==> src/sv/gic_pkg.sv <==
`default_nettype none

package gic_pkg;

  // Field widths
  localparam int unsigned BTN_W    = 24;
  localparam int unsigned SAMPLE_W = 12;
  localparam int unsigned AXIS_W   = 8;
  localparam int unsigned NUM_AXES = 6;
  localparam int unsigned DZ_W     = 7;
  localparam int unsigned CFG_IDX_W  = 3;
  localparam int unsigned CFG_DATA_W = 7;

  // Button bitmap layout
  localparam logic [BTN_W-1:0] BTN_DPAD  = 24'h00000F;
  localparam logic [BTN_W-1:0] BTN_S1S2  = 24'h003000;
  localparam logic [BTN_W-1:0] BTN_HOME  = 24'h010000;
  localparam int unsigned BTN_UP_BIT    = 0;
  localparam int unsigned BTN_DOWN_BIT  = 1;
  localparam int unsigned BTN_LEFT_BIT  = 2;
  localparam int unsigned BTN_RIGHT_BIT = 3;
  localparam int unsigned BTN_R3_BIT    = 15;

  localparam logic [3:0] COMBO_DOWN  = 4'b0010;
  localparam logic [3:0] COMBO_LEFT  = 4'b0100;
  localparam logic [3:0] COMBO_RIGHT = 4'b1000;

  // Hat direction bits
  localparam int unsigned HAT_UP_BIT    = 0;
  localparam int unsigned HAT_DOWN_BIT  = 1;
  localparam int unsigned HAT_LEFT_BIT  = 2;
  localparam int unsigned HAT_RIGHT_BIT = 3;

  // Converter range and scaling: q = ((s - ADC_LO) * 255) / (ADC_HI - ADC_LO),
  // done as a multiplication by a rounded-up reciprocal, exact for every
  // numerator below 2^19.
  localparam logic [SAMPLE_W-1:0] ADC_LO = 12'd1100;
  localparam logic [SAMPLE_W-1:0] ADC_HI = 12'd3000;
  localparam int unsigned RECIP_SHIFT = 30;
  localparam logic [19:0] RECIP = 20'd565128;

  localparam logic [AXIS_W-1:0] AXIS_MIN    = 8'd0;
  localparam logic [AXIS_W-1:0] AXIS_CENTER = 8'd128;
  localparam logic [AXIS_W-1:0] AXIS_MAX    = 8'd255;

  // Configuration register indexes
  localparam logic [CFG_IDX_W-1:0] CFG_DEADZONE    = 3'd0;
  localparam logic [CFG_IDX_W-1:0] CFG_AXIS_ENABLE = 3'd1;
  localparam logic [CFG_IDX_W-1:0] CFG_AXIS_INVERT = 3'd2;
  localparam logic [CFG_IDX_W-1:0] CFG_HAT_ENABLE  = 3'd3;
  localparam logic [CFG_IDX_W-1:0] CFG_TOGGLE_A    = 3'd4;
  localparam logic [CFG_IDX_W-1:0] CFG_TOGGLE_B    = 3'd5;

  // Toggle function codes
  localparam logic [1:0] TOG_NONE  = 2'd0;
  localparam logic [1:0] TOG_LEFT  = 2'd1;
  localparam logic [1:0] TOG_RIGHT = 2'd2;

  typedef enum logic [1:0] {
    MODE_BUTTONS = 2'd0,
    MODE_LEFT    = 2'd1,
    MODE_RIGHT   = 2'd2
  } mode_t;

  // S1+S2 combination tracking
  typedef struct packed {
    logic  was_held;
    logic  consumed;
    mode_t chosen;
  } combo_st_t;

  // Result of the button path
  typedef struct packed {
    logic [BTN_W-1:0] buttons;
    logic [3:0]       dpad;
    mode_t            mode;
  } btn_res_t;

endpackage

`default_nettype wire

==> src/sv/gic_scale.sv <==
`default_nettype none

// One converter lane: clamp, scale to 0..255, optional invert and deadzone.
module gic_scale (
  input  wire logic [gic_pkg::SAMPLE_W-1:0] sample,
  input  wire logic                          invert,
  input  wire logic [gic_pkg::DZ_W-1:0]      deadzone,
  output logic      [gic_pkg::AXIS_W-1:0]    value
);
  import gic_pkg::*;

  logic [SAMPLE_W-1:0] clamped;
  logic [10:0]         offset;
  logic [18:0]         numer;
  logic [38:0]         product;
  logic [AXIS_W-1:0]   scaled;
  logic [AXIS_W-1:0]   oriented;
  logic [AXIS_W:0]     centred;
  logic [AXIS_W-1:0]   magnitude;

  always_comb begin
    if (sample < ADC_LO) begin
      clamped = ADC_LO;
    end else if (sample > ADC_HI) begin
      clamped = ADC_HI;
    end else begin
      clamped = sample;
    end
    offset  = 11'(clamped - ADC_LO);
    // offset * 255 as a shift and subtract
    numer   = {offset, 8'b0} - 19'(offset);
    product = 39'(numer) * 39'(RECIP);
    scaled  = product[RECIP_SHIFT +: AXIS_W];
    oriented = invert ? ~scaled : scaled;
    centred  = {1'b0, oriented} - {1'b0, AXIS_CENTER};
    magnitude = centred[AXIS_W] ? AXIS_W'(-centred) : centred[AXIS_W-1:0];
    value = (magnitude < {1'b0, deadzone}) ? AXIS_CENTER : oriented;
  end

endmodule

`default_nettype wire

==> src/sv/gic_buttons.sv <==
`default_nettype none

// Button path: sample agreement, S1+S2 combination, toggle override and
// removal of the d-pad in stick modes.
module gic_buttons (
  input  wire logic [gic_pkg::BTN_W-1:0] raw,
  input  wire logic [gic_pkg::BTN_W-1:0] prev_raw,
  input  wire logic [gic_pkg::BTN_W-1:0] held,
  input  wire gic_pkg::combo_st_t        combo,
  input  wire logic [1:0]                levels,
  input  wire logic [1:0]                tog_a,
  input  wire logic [1:0]                tog_b,
  output gic_pkg::combo_st_t             combo_nxt,
  output gic_pkg::btn_res_t              res
);
  import gic_pkg::*;

  logic [BTN_W-1:0] agreed;
  logic [BTN_W-1:0] after_combo;
  logic [BTN_W-1:0] others;
  logic [3:0]       dpad_combo;
  logic             consumed;
  mode_t            chosen;
  mode_t            mode;

  always_comb begin
    agreed     = (raw == prev_raw) ? raw : held;
    dpad_combo = agreed[3:0];
    others     = agreed & ~(BTN_S1S2 | BTN_DPAD);
    consumed   = combo.consumed;
    chosen     = combo.chosen;
    after_combo = agreed;
    combo_nxt  = combo;

    if ((agreed & BTN_S1S2) == BTN_S1S2) begin
      // A fresh hold may choose a mode once, with exactly one direction.
      if (!combo.was_held) begin
        consumed = 1'b0;
      end
      if (!consumed) begin
        if (dpad_combo == COMBO_DOWN) begin
          chosen   = MODE_BUTTONS;
          consumed = 1'b1;
        end else if (dpad_combo == COMBO_LEFT) begin
          chosen   = MODE_LEFT;
          consumed = 1'b1;
        end else if (dpad_combo == COMBO_RIGHT) begin
          chosen   = MODE_RIGHT;
          consumed = 1'b1;
        end
      end
      after_combo = (!consumed && others == '0) ? BTN_HOME : '0;
      combo_nxt.was_held = 1'b1;
    end else begin
      combo_nxt.was_held = 1'b0;
    end
    combo_nxt.consumed = consumed;
    combo_nxt.chosen   = chosen;

    // Toggle b is applied after toggle a, so it wins.
    mode = chosen;
    if (levels[0] && (tog_a == TOG_LEFT || tog_a == TOG_RIGHT)) begin
      mode = mode_t'(tog_a);
    end
    if (levels[1] && (tog_b == TOG_LEFT || tog_b == TOG_RIGHT)) begin
      mode = mode_t'(tog_b);
    end

    res.dpad = after_combo[3:0];
    res.mode = mode;
    res.buttons = (mode != MODE_BUTTONS) ? (after_combo & ~BTN_DPAD) : after_combo;
  end

endmodule

`default_nettype wire

==> src/sv/gamepad_input_conditioner.sv <==
`default_nettype none

// Gamepad input conditioner. Each request on the in_ channel is one poll of
// the controller: a raw button bitmap, two toggle switch levels, four right
// hat directions and six 12-bit converter samples. Each poll yields exactly
// one report on the out_ channel with the conditioned button bitmap, four
// stick axes (128 centre) and two triggers. A button bitmap is only taken
// when it matches the previous poll; otherwise the last reported bitmap is
// repeated. Holding S1+S2 picks the d-pad mode with Down, Left or Right
// (once per hold), injects Home alone, or blanks the buttons. Toggle
// switches can force a stick mode, in which the d-pad drives a stick to
// 0/128/255. Wired converter channels are clamped to 1100..3000, scaled to
// 0..255, optionally inverted and given a deadzone; an enabled hat drives
// the right stick and masks R3. The block takes one poll per clock cycle
// while the result register can advance: a poll sits in an input register
// while the button and axis logic runs, and its report is then captured in
// the result register. The result register doubles as the conditioner
// state, so it only advances when the report ahead has been taken or the
// result register is empty; a poll can still be accepted into the input
// register while a report waits. Configuration registers are
// written through the cfg_ port and should only be changed while the block
// is idle.
module gamepad_input_conditioner (
  input  wire logic         clk,
  input  wire logic         rst_n,
  // Configuration write port
  input  wire logic         cfg_wr_en,
  input  wire logic [2:0]   cfg_index,
  input  wire logic [6:0]   cfg_wdata,
  // Poll input
  input  wire logic         in_tvalid,
  output logic              in_tready,
  // raw_buttons[23:0], toggle_levels[25:24], hat_dirs[29:26], sample_lx[41:30],
  // sample_ly[53:42], sample_rx[65:54], sample_ry[77:66], sample_lt[89:78],
  // sample_rt[101:90], zero fill [103:102]
  input  wire logic [103:0] in_tdata,
  // Conditioned report
  output logic              out_tvalid,
  input  wire logic         out_tready,
  // out_buttons[23:0], left_x[31:24], left_y[39:32], right_x[47:40],
  // right_y[55:48], left_trigger[63:56], right_trigger[71:64]
  output logic [71:0]       out_tdata
);
  import gic_pkg::*;

  // Configuration registers
  logic [DZ_W-1:0]     deadzone_r;
  logic [NUM_AXES-1:0] axis_enable_r;
  logic [3:0]          axis_invert_r;
  logic                hat_enable_r;
  logic [1:0]          tog_a_r;
  logic [1:0]          tog_b_r;

  // Input register
  logic                s1_valid_r;
  logic [BTN_W-1:0]    s1_raw_r;
  logic [1:0]          s1_levels_r;
  logic [3:0]          s1_hat_r;
  logic [SAMPLE_W-1:0] s1_sample_r [NUM_AXES];

  // Conditioner state; buttons and axes are also the result register
  logic                out_valid_r;
  logic [BTN_W-1:0]    prev_raw_r;
  logic [BTN_W-1:0]    held_r;
  combo_st_t           combo_r;
  mode_t               last_mode_r;
  logic [AXIS_W-1:0]   axis_r [NUM_AXES];

  logic                advance;
  logic                fire;
  combo_st_t           combo_nxt;
  btn_res_t            btn_res;
  logic [BTN_W-1:0]    held_nxt;
  logic [NUM_AXES-1:0] lane_invert;
  logic [AXIS_W-1:0]   scaled [NUM_AXES];
  logic [AXIS_W-1:0]   axis_nxt [NUM_AXES];
  logic [AXIS_W-1:0]   dpad_x;
  logic [AXIS_W-1:0]   dpad_y;

  // The result register moves on when it is empty or its report is taken.
  assign advance   = !out_valid_r || out_tready;
  assign fire      = s1_valid_r && advance;
  assign in_tready = !s1_valid_r || advance;

  gic_buttons u_buttons (
    .raw       (s1_raw_r),
    .prev_raw  (prev_raw_r),
    .held      (held_r),
    .combo     (combo_r),
    .levels    (s1_levels_r),
    .tog_a     (tog_a_r),
    .tog_b     (tog_b_r),
    .combo_nxt (combo_nxt),
    .res       (btn_res)
  );

  // Only the four stick lanes have an invert bit.
  assign lane_invert = NUM_AXES'(axis_invert_r);

  // One scaling lane per converter channel; triggers get no invert or
  // deadzone.
  for (genvar g = 0; g < NUM_AXES; g++) begin : g_lane
    gic_scale u_scale (
      .sample   (s1_sample_r[g]),
      .invert   (lane_invert[g]),
      .deadzone ((g < 4) ? deadzone_r : DZ_W'(0)),
      .value    (scaled[g])
    );
  end

  always_comb begin
    // D-pad as stick: Left beats Right, Up beats Down.
    if (btn_res.dpad[BTN_LEFT_BIT]) begin
      dpad_x = AXIS_MIN;
    end else if (btn_res.dpad[BTN_RIGHT_BIT]) begin
      dpad_x = AXIS_MAX;
    end else begin
      dpad_x = AXIS_CENTER;
    end
    if (btn_res.dpad[BTN_UP_BIT]) begin
      dpad_y = AXIS_MIN;
    end else if (btn_res.dpad[BTN_DOWN_BIT]) begin
      dpad_y = AXIS_MAX;
    end else begin
      dpad_y = AXIS_CENTER;
    end

    for (int i = 0; i < NUM_AXES; i++) begin
      axis_nxt[i] = axis_r[i];
    end

    // Stick mode drives one stick from the d-pad; leaving it re-centres.
    if (btn_res.mode == MODE_LEFT) begin
      axis_nxt[0] = dpad_x;
      axis_nxt[1] = dpad_y;
    end else if (btn_res.mode != MODE_BUTTONS) begin
      axis_nxt[2] = dpad_x;
      axis_nxt[3] = dpad_y;
    end else if (last_mode_r == MODE_LEFT) begin
      axis_nxt[0] = AXIS_CENTER;
      axis_nxt[1] = AXIS_CENTER;
    end else if (last_mode_r != MODE_BUTTONS) begin
      axis_nxt[2] = AXIS_CENTER;
      axis_nxt[3] = AXIS_CENTER;
    end

    // Wired converter channels override.
    for (int i = 0; i < NUM_AXES; i++) begin
      if (axis_enable_r[i]) begin
        axis_nxt[i] = scaled[i];
      end
    end

    held_nxt = btn_res.buttons;

    // The hat has the last word on the right stick.
    if (hat_enable_r) begin
      if (s1_hat_r[HAT_LEFT_BIT]) begin
        axis_nxt[2] = AXIS_MIN;
      end else if (s1_hat_r[HAT_RIGHT_BIT]) begin
        axis_nxt[2] = AXIS_MAX;
      end else begin
        axis_nxt[2] = AXIS_CENTER;
      end
      if (s1_hat_r[HAT_UP_BIT]) begin
        axis_nxt[3] = AXIS_MIN;
      end else if (s1_hat_r[HAT_DOWN_BIT]) begin
        axis_nxt[3] = AXIS_MAX;
      end else begin
        axis_nxt[3] = AXIS_CENTER;
      end
      if (s1_hat_r != '0) begin
        held_nxt[BTN_R3_BIT] = 1'b0;
      end
    end
  end

  // Configuration writes; indexes past the list are ignored.
  always_ff @(posedge clk) begin
    if (!rst_n) begin
      deadzone_r    <= '0;
      axis_enable_r <= '0;
      axis_invert_r <= '0;
      hat_enable_r  <= 1'b0;
      tog_a_r       <= TOG_NONE;
      tog_b_r       <= TOG_NONE;
    end else if (cfg_wr_en) begin
      unique case (cfg_index)
        CFG_DEADZONE:    deadzone_r    <= cfg_wdata[DZ_W-1:0];
        CFG_AXIS_ENABLE: axis_enable_r <= cfg_wdata[NUM_AXES-1:0];
        CFG_AXIS_INVERT: axis_invert_r <= cfg_wdata[3:0];
        CFG_HAT_ENABLE:  hat_enable_r  <= cfg_wdata[0];
        CFG_TOGGLE_A:    tog_a_r       <= cfg_wdata[1:0];
        CFG_TOGGLE_B:    tog_b_r       <= cfg_wdata[1:0];
        default: begin
        end
      endcase
    end
  end

  // Input register
  always_ff @(posedge clk) begin
    if (!rst_n) begin
      s1_valid_r <= 1'b0;
    end else if (in_tready) begin
      s1_valid_r <= in_tvalid;
    end
  end

  always_ff @(posedge clk) begin
    if (in_tvalid && in_tready) begin
      s1_raw_r    <= in_tdata[23:0];
      s1_levels_r <= in_tdata[25:24];
      s1_hat_r    <= in_tdata[29:26];
      for (int i = 0; i < NUM_AXES; i++) begin
        s1_sample_r[i] <= in_tdata[30 + i*SAMPLE_W +: SAMPLE_W];
      end
    end
  end

  // State and result register
  always_ff @(posedge clk) begin
    if (!rst_n) begin
      out_valid_r <= 1'b0;
      prev_raw_r  <= '0;
      held_r      <= '0;
      combo_r     <= '{was_held: 1'b0, consumed: 1'b0, chosen: MODE_BUTTONS};
      last_mode_r <= MODE_BUTTONS;
      for (int i = 0; i < NUM_AXES; i++) begin
        axis_r[i] <= (i < 4) ? AXIS_CENTER : AXIS_MIN;
      end
    end else begin
      if (advance) begin
        out_valid_r <= s1_valid_r;
      end
      if (fire) begin
        prev_raw_r  <= s1_raw_r;
        held_r      <= held_nxt;
        combo_r     <= combo_nxt;
        last_mode_r <= btn_res.mode;
        for (int i = 0; i < NUM_AXES; i++) begin
          axis_r[i] <= axis_nxt[i];
        end
      end
    end
  end

  assign out_tvalid = out_valid_r;
  assign out_tdata  = {axis_r[5], axis_r[4], axis_r[3], axis_r[2],
                       axis_r[1], axis_r[0], held_r};

endmodule

`default_nettype wire
==> config.mk <==
export PLATFORM = sky130hd
export DESIGN_NAME = gamepad_input_conditioner
export DESIGN_NICKNAME = d
export VERILOG_FILES = /design/src/sv/gic_pkg.sv /design/src/sv/gic_scale.sv /design/src/sv/gic_buttons.sv /design/src/sv/gamepad_input_conditioner.sv
export SDC_FILE = /design/constraint.sdc
export NUM_CORES = 2
export LEC_CHECK = 0
export ABC_AREA = 1
export BUFFER_PORTS_ARGS = -buffer_cell sky130_fd_sc_hd__buf_2
export CAP_MARGIN = 10
export CORE_MARGIN = 2
export CORE_UTILIZATION = 30
export CTS_CLUSTER_DIAMETER = 100
export DETAILED_ROUTE_END_ITERATION = 12
export GPL_TIMING_DRIVEN = 0
export PLACE_DENSITY = 0.56
export SYNTH_ARGS = -nofsm -noshare
export SYNTH_HDL_FRONTEND = slang
export SYNTH_SLANG_ARGS = --single-unit
export TNS_END_PERCENT = 10
==> constraint.sdc <==
create_clock -name clk -period 24.5 [get_ports clk]
set_input_delay 1.225 -clock clk [delete_from_list [all_inputs] [get_ports clk]]
set_output_delay 1.225 -clock clk [all_outputs]
set_load 0.02 [all_outputs]
==> impl_metrics.ini <==
[outcome]
status = finished clean

[clocking]
cts_buffers = 31
path_clk_slew_ns = 0.06
clockBufferDepth = 3
clock_sinks = 228
insertion_delay_ns = 0.65
clockRootBuffer = clkbuf_16
postCtsResizedCells = 0
cts_tree = yes
ctsHoldBuffers = 0
ctsHtreeMaxLevel = 1
post_cts.repair.setup_buffers = 0

[drt]
avgRoutedWirePerCell_um = 15.66
ant_nets = 0
routed_wl_mm = 119.2
first_iter_violations = 1737
via_per_inst = 4.626
drc = 0
vias = 35200
dr.pass1.iters = 5

[die]
core-area_sq_um = 154200
start_util_pct = 30.25
die-area_sq_um = 158700
core.rowCount = 144
io_pins = 193
die_x_um = 398.3
die_y_um = 398.3

[grt]
overflow = 0
grtUsageTotal_pct = 15.42
grt_max_degree = 67
grt_pass1_vias = 37080
antenna_found_initial = 9
grt_pass1_wl_mm = 194.8

[timing]
finalSetupViolCount = 0
finalCritPeriodShare_pct = 48.89
maxSlewViolCount = 0
fmax_mhz = 83.49
clock-skew-final_ns = 0.02245
worst_pin_slew_ns = 1.299
max-slew-margin-rel_pct = 13.12
rsz0062_at_grt = false
fin_tns_setup_ns = 0
hold_viol = 0
min_period_ns = 11.98

[synth]
ys_top_cells_by_count = 1286 x inv_1, 910 x ha_1, 663 x nand2_1
ys_warn_count = 0
ys_top_cells_by_area = fa_1 27%, ha_1 24%, inv_1 10%
netlist_area_sq_um = 46650
yosysMostFrequentCell = inv_1
synth_flop_cell = edfxtp_1
synth_enable_flop_cells = 150
yosysTopAreaCell = fa_1
ys_ff_latch = 228
ys_seq_area_share_pct = 13.00
async_flop_share_pct = 0
syn_inst = 5297
avgSynthCellArea_sq_um = 8.807
synthDistinctLibCells = 76
syn-num-nets = 6946
synth_top_area_share_pct = 26.61

[critical_path]
cp_slowest_cell = xor2_1
r2r_end = axis_r[0][25]$_SDFFCE_PN0P_
worst_path_largest_cell_delay_ns = 0.87
cp.required_ns = 24.89
arrival_ns = 12.37
cp_num_buf_inv = 11
criticalPathCategory = flop to flop
r2r_slack_ns = 12.52
startpoint_type = flop
rr_worst_depth = 52
critPathTopFamily = adder cells
worstPathMaxFanout = 9
critPathCapture = axis_r[0][25]$_SDFFCE_PN0P_
cp_common_cell = nand2_1
r2r_start = s1_sample_r[3][10]$_DFFE_PP_
cp-startpoint = s1_sample_r[3][10]$_DFFE_PP_
endpoint_kind = flop
cp_num_cells = 52

[final_layout]
drive_gt1_share_pct = 8.339
nNetsFinal = 7188
nFillCells = 16240
areaGrowthSynthToFinish_pct = 10.25

[place]
gp_congestion = 0.8684
io_buffers = 190
dp_hpwl_mm = 103.2

[hold_path]
min_path_type = flop to flop
min-delay-start = prev_raw_r[14]$_SDFFE_PN0P_

[job]
drv_cap = 0
-- tightest hold or removal path, cell delays in order, from the launching register on --
cell and delay (ns):
dfxtp_1 0.32, nand2_1 0.06, nand2_1 0.04
-- per-stage QoR --
stage	instances	hold slack [ns]	util (%)	setup slack (ns)	instance area (sq um)
2_1_floorplan	5297	0.4286	-	14.60	46650
3_3_place_gp	7531	0.4442	32.52	12.73	50160
3_5_place_dp	7544	0.4539	32.62	12.65	50310
4_1_cts	7602	0.4657	33.31	12.55	51380
5_1_grt	7608	0.4859	33.35	11.77	51430
6_report	7610	0.4628	33.35	12.52	51430
-- state kept, by name, summed over array words and instances (netlist names), 2 cells and up --
register	flops
s1_sample_r	72
axis_r	48
held_r	24
prev_raw_r	24
s1_raw_r	24
deadzone_r	7
axis_enable_r	6
axis_invert_r	4
combo_r	4
s1_hat_r	4
last_mode_r	2
s1_levels_r	2
tog_a_r	2
tog_b_r	2
-- layer usage --
metal | vias to the layer above | global-route usage, % | wire, um
li1 | 17320 | - | -
met1 | 17100 | 21.24 | 56000
met2 | 672 | 25.78 | 54670
met3 | 101 | 2.331 | 6222
met4 | 10 | 2.662 | 2211
met5 | - | 0 | 55
-- how the worst min path moves through the flow --
stage                                       end  cells past startpoint
floorplan               combo_r[3]$_SDFFE_PN0P_                      2
global placement    last_mode_r[0]$_SDFFE_PN0P_                      2
detailed placement  last_mode_r[0]$_SDFFE_PN0P_                      2
CTS                 prev_raw_r[14]$_SDFFE_PN0P_                      2
global route        prev_raw_r[23]$_SDFFE_PN0P_                      2
finish              prev_raw_r[14]$_SDFFE_PN0P_                      2
-- final cells by class --
class	count	area (sq um)	share of cell area (%)
diodes	2	5.005	0.009730
plain buffers	34	136.4	0.2652
clock buffers	33	783.3	1.523
clock inverters	25	282.8	0.5498
inverters	1326	4984	9.689
multi-input cells	3709	35480	68.98
flip-flops and latches	228	6066	11.79
well taps	2044	2557	4.972
repair buffers	209	1139	2.214
-- placed cells by master, fill, tap and decap left out, types with 55 or more instances in the layout --
cell type	n
nor3_1	55
xor2_1	161
nand3_1	134
a21oi_1	269
buf_2	196
ha_1	910
o21ai_0	158
edfxtp_1	150
inv_1	1285
nor2_1	276
fa_1	620
nand2_1	663
dfxtp_1	78
-- cell families (layout without fill, tap and decap cells) --
group,after synthesis,count (layout),share of synthesized area (%)
other cells,0,2,0
flops,228,228,13.00
xor+xnor,215,215,4.197
fa+ha+maj,1530,1530,51.01
simple gates,1349,1349,13.16
compound gates,615,615,7.670
buf+inv,1360,1627,10.96
Power is left out: the tool's default activity adds up to more than one toggle a clock period on the data nets, which glitch-free logic cannot reach.
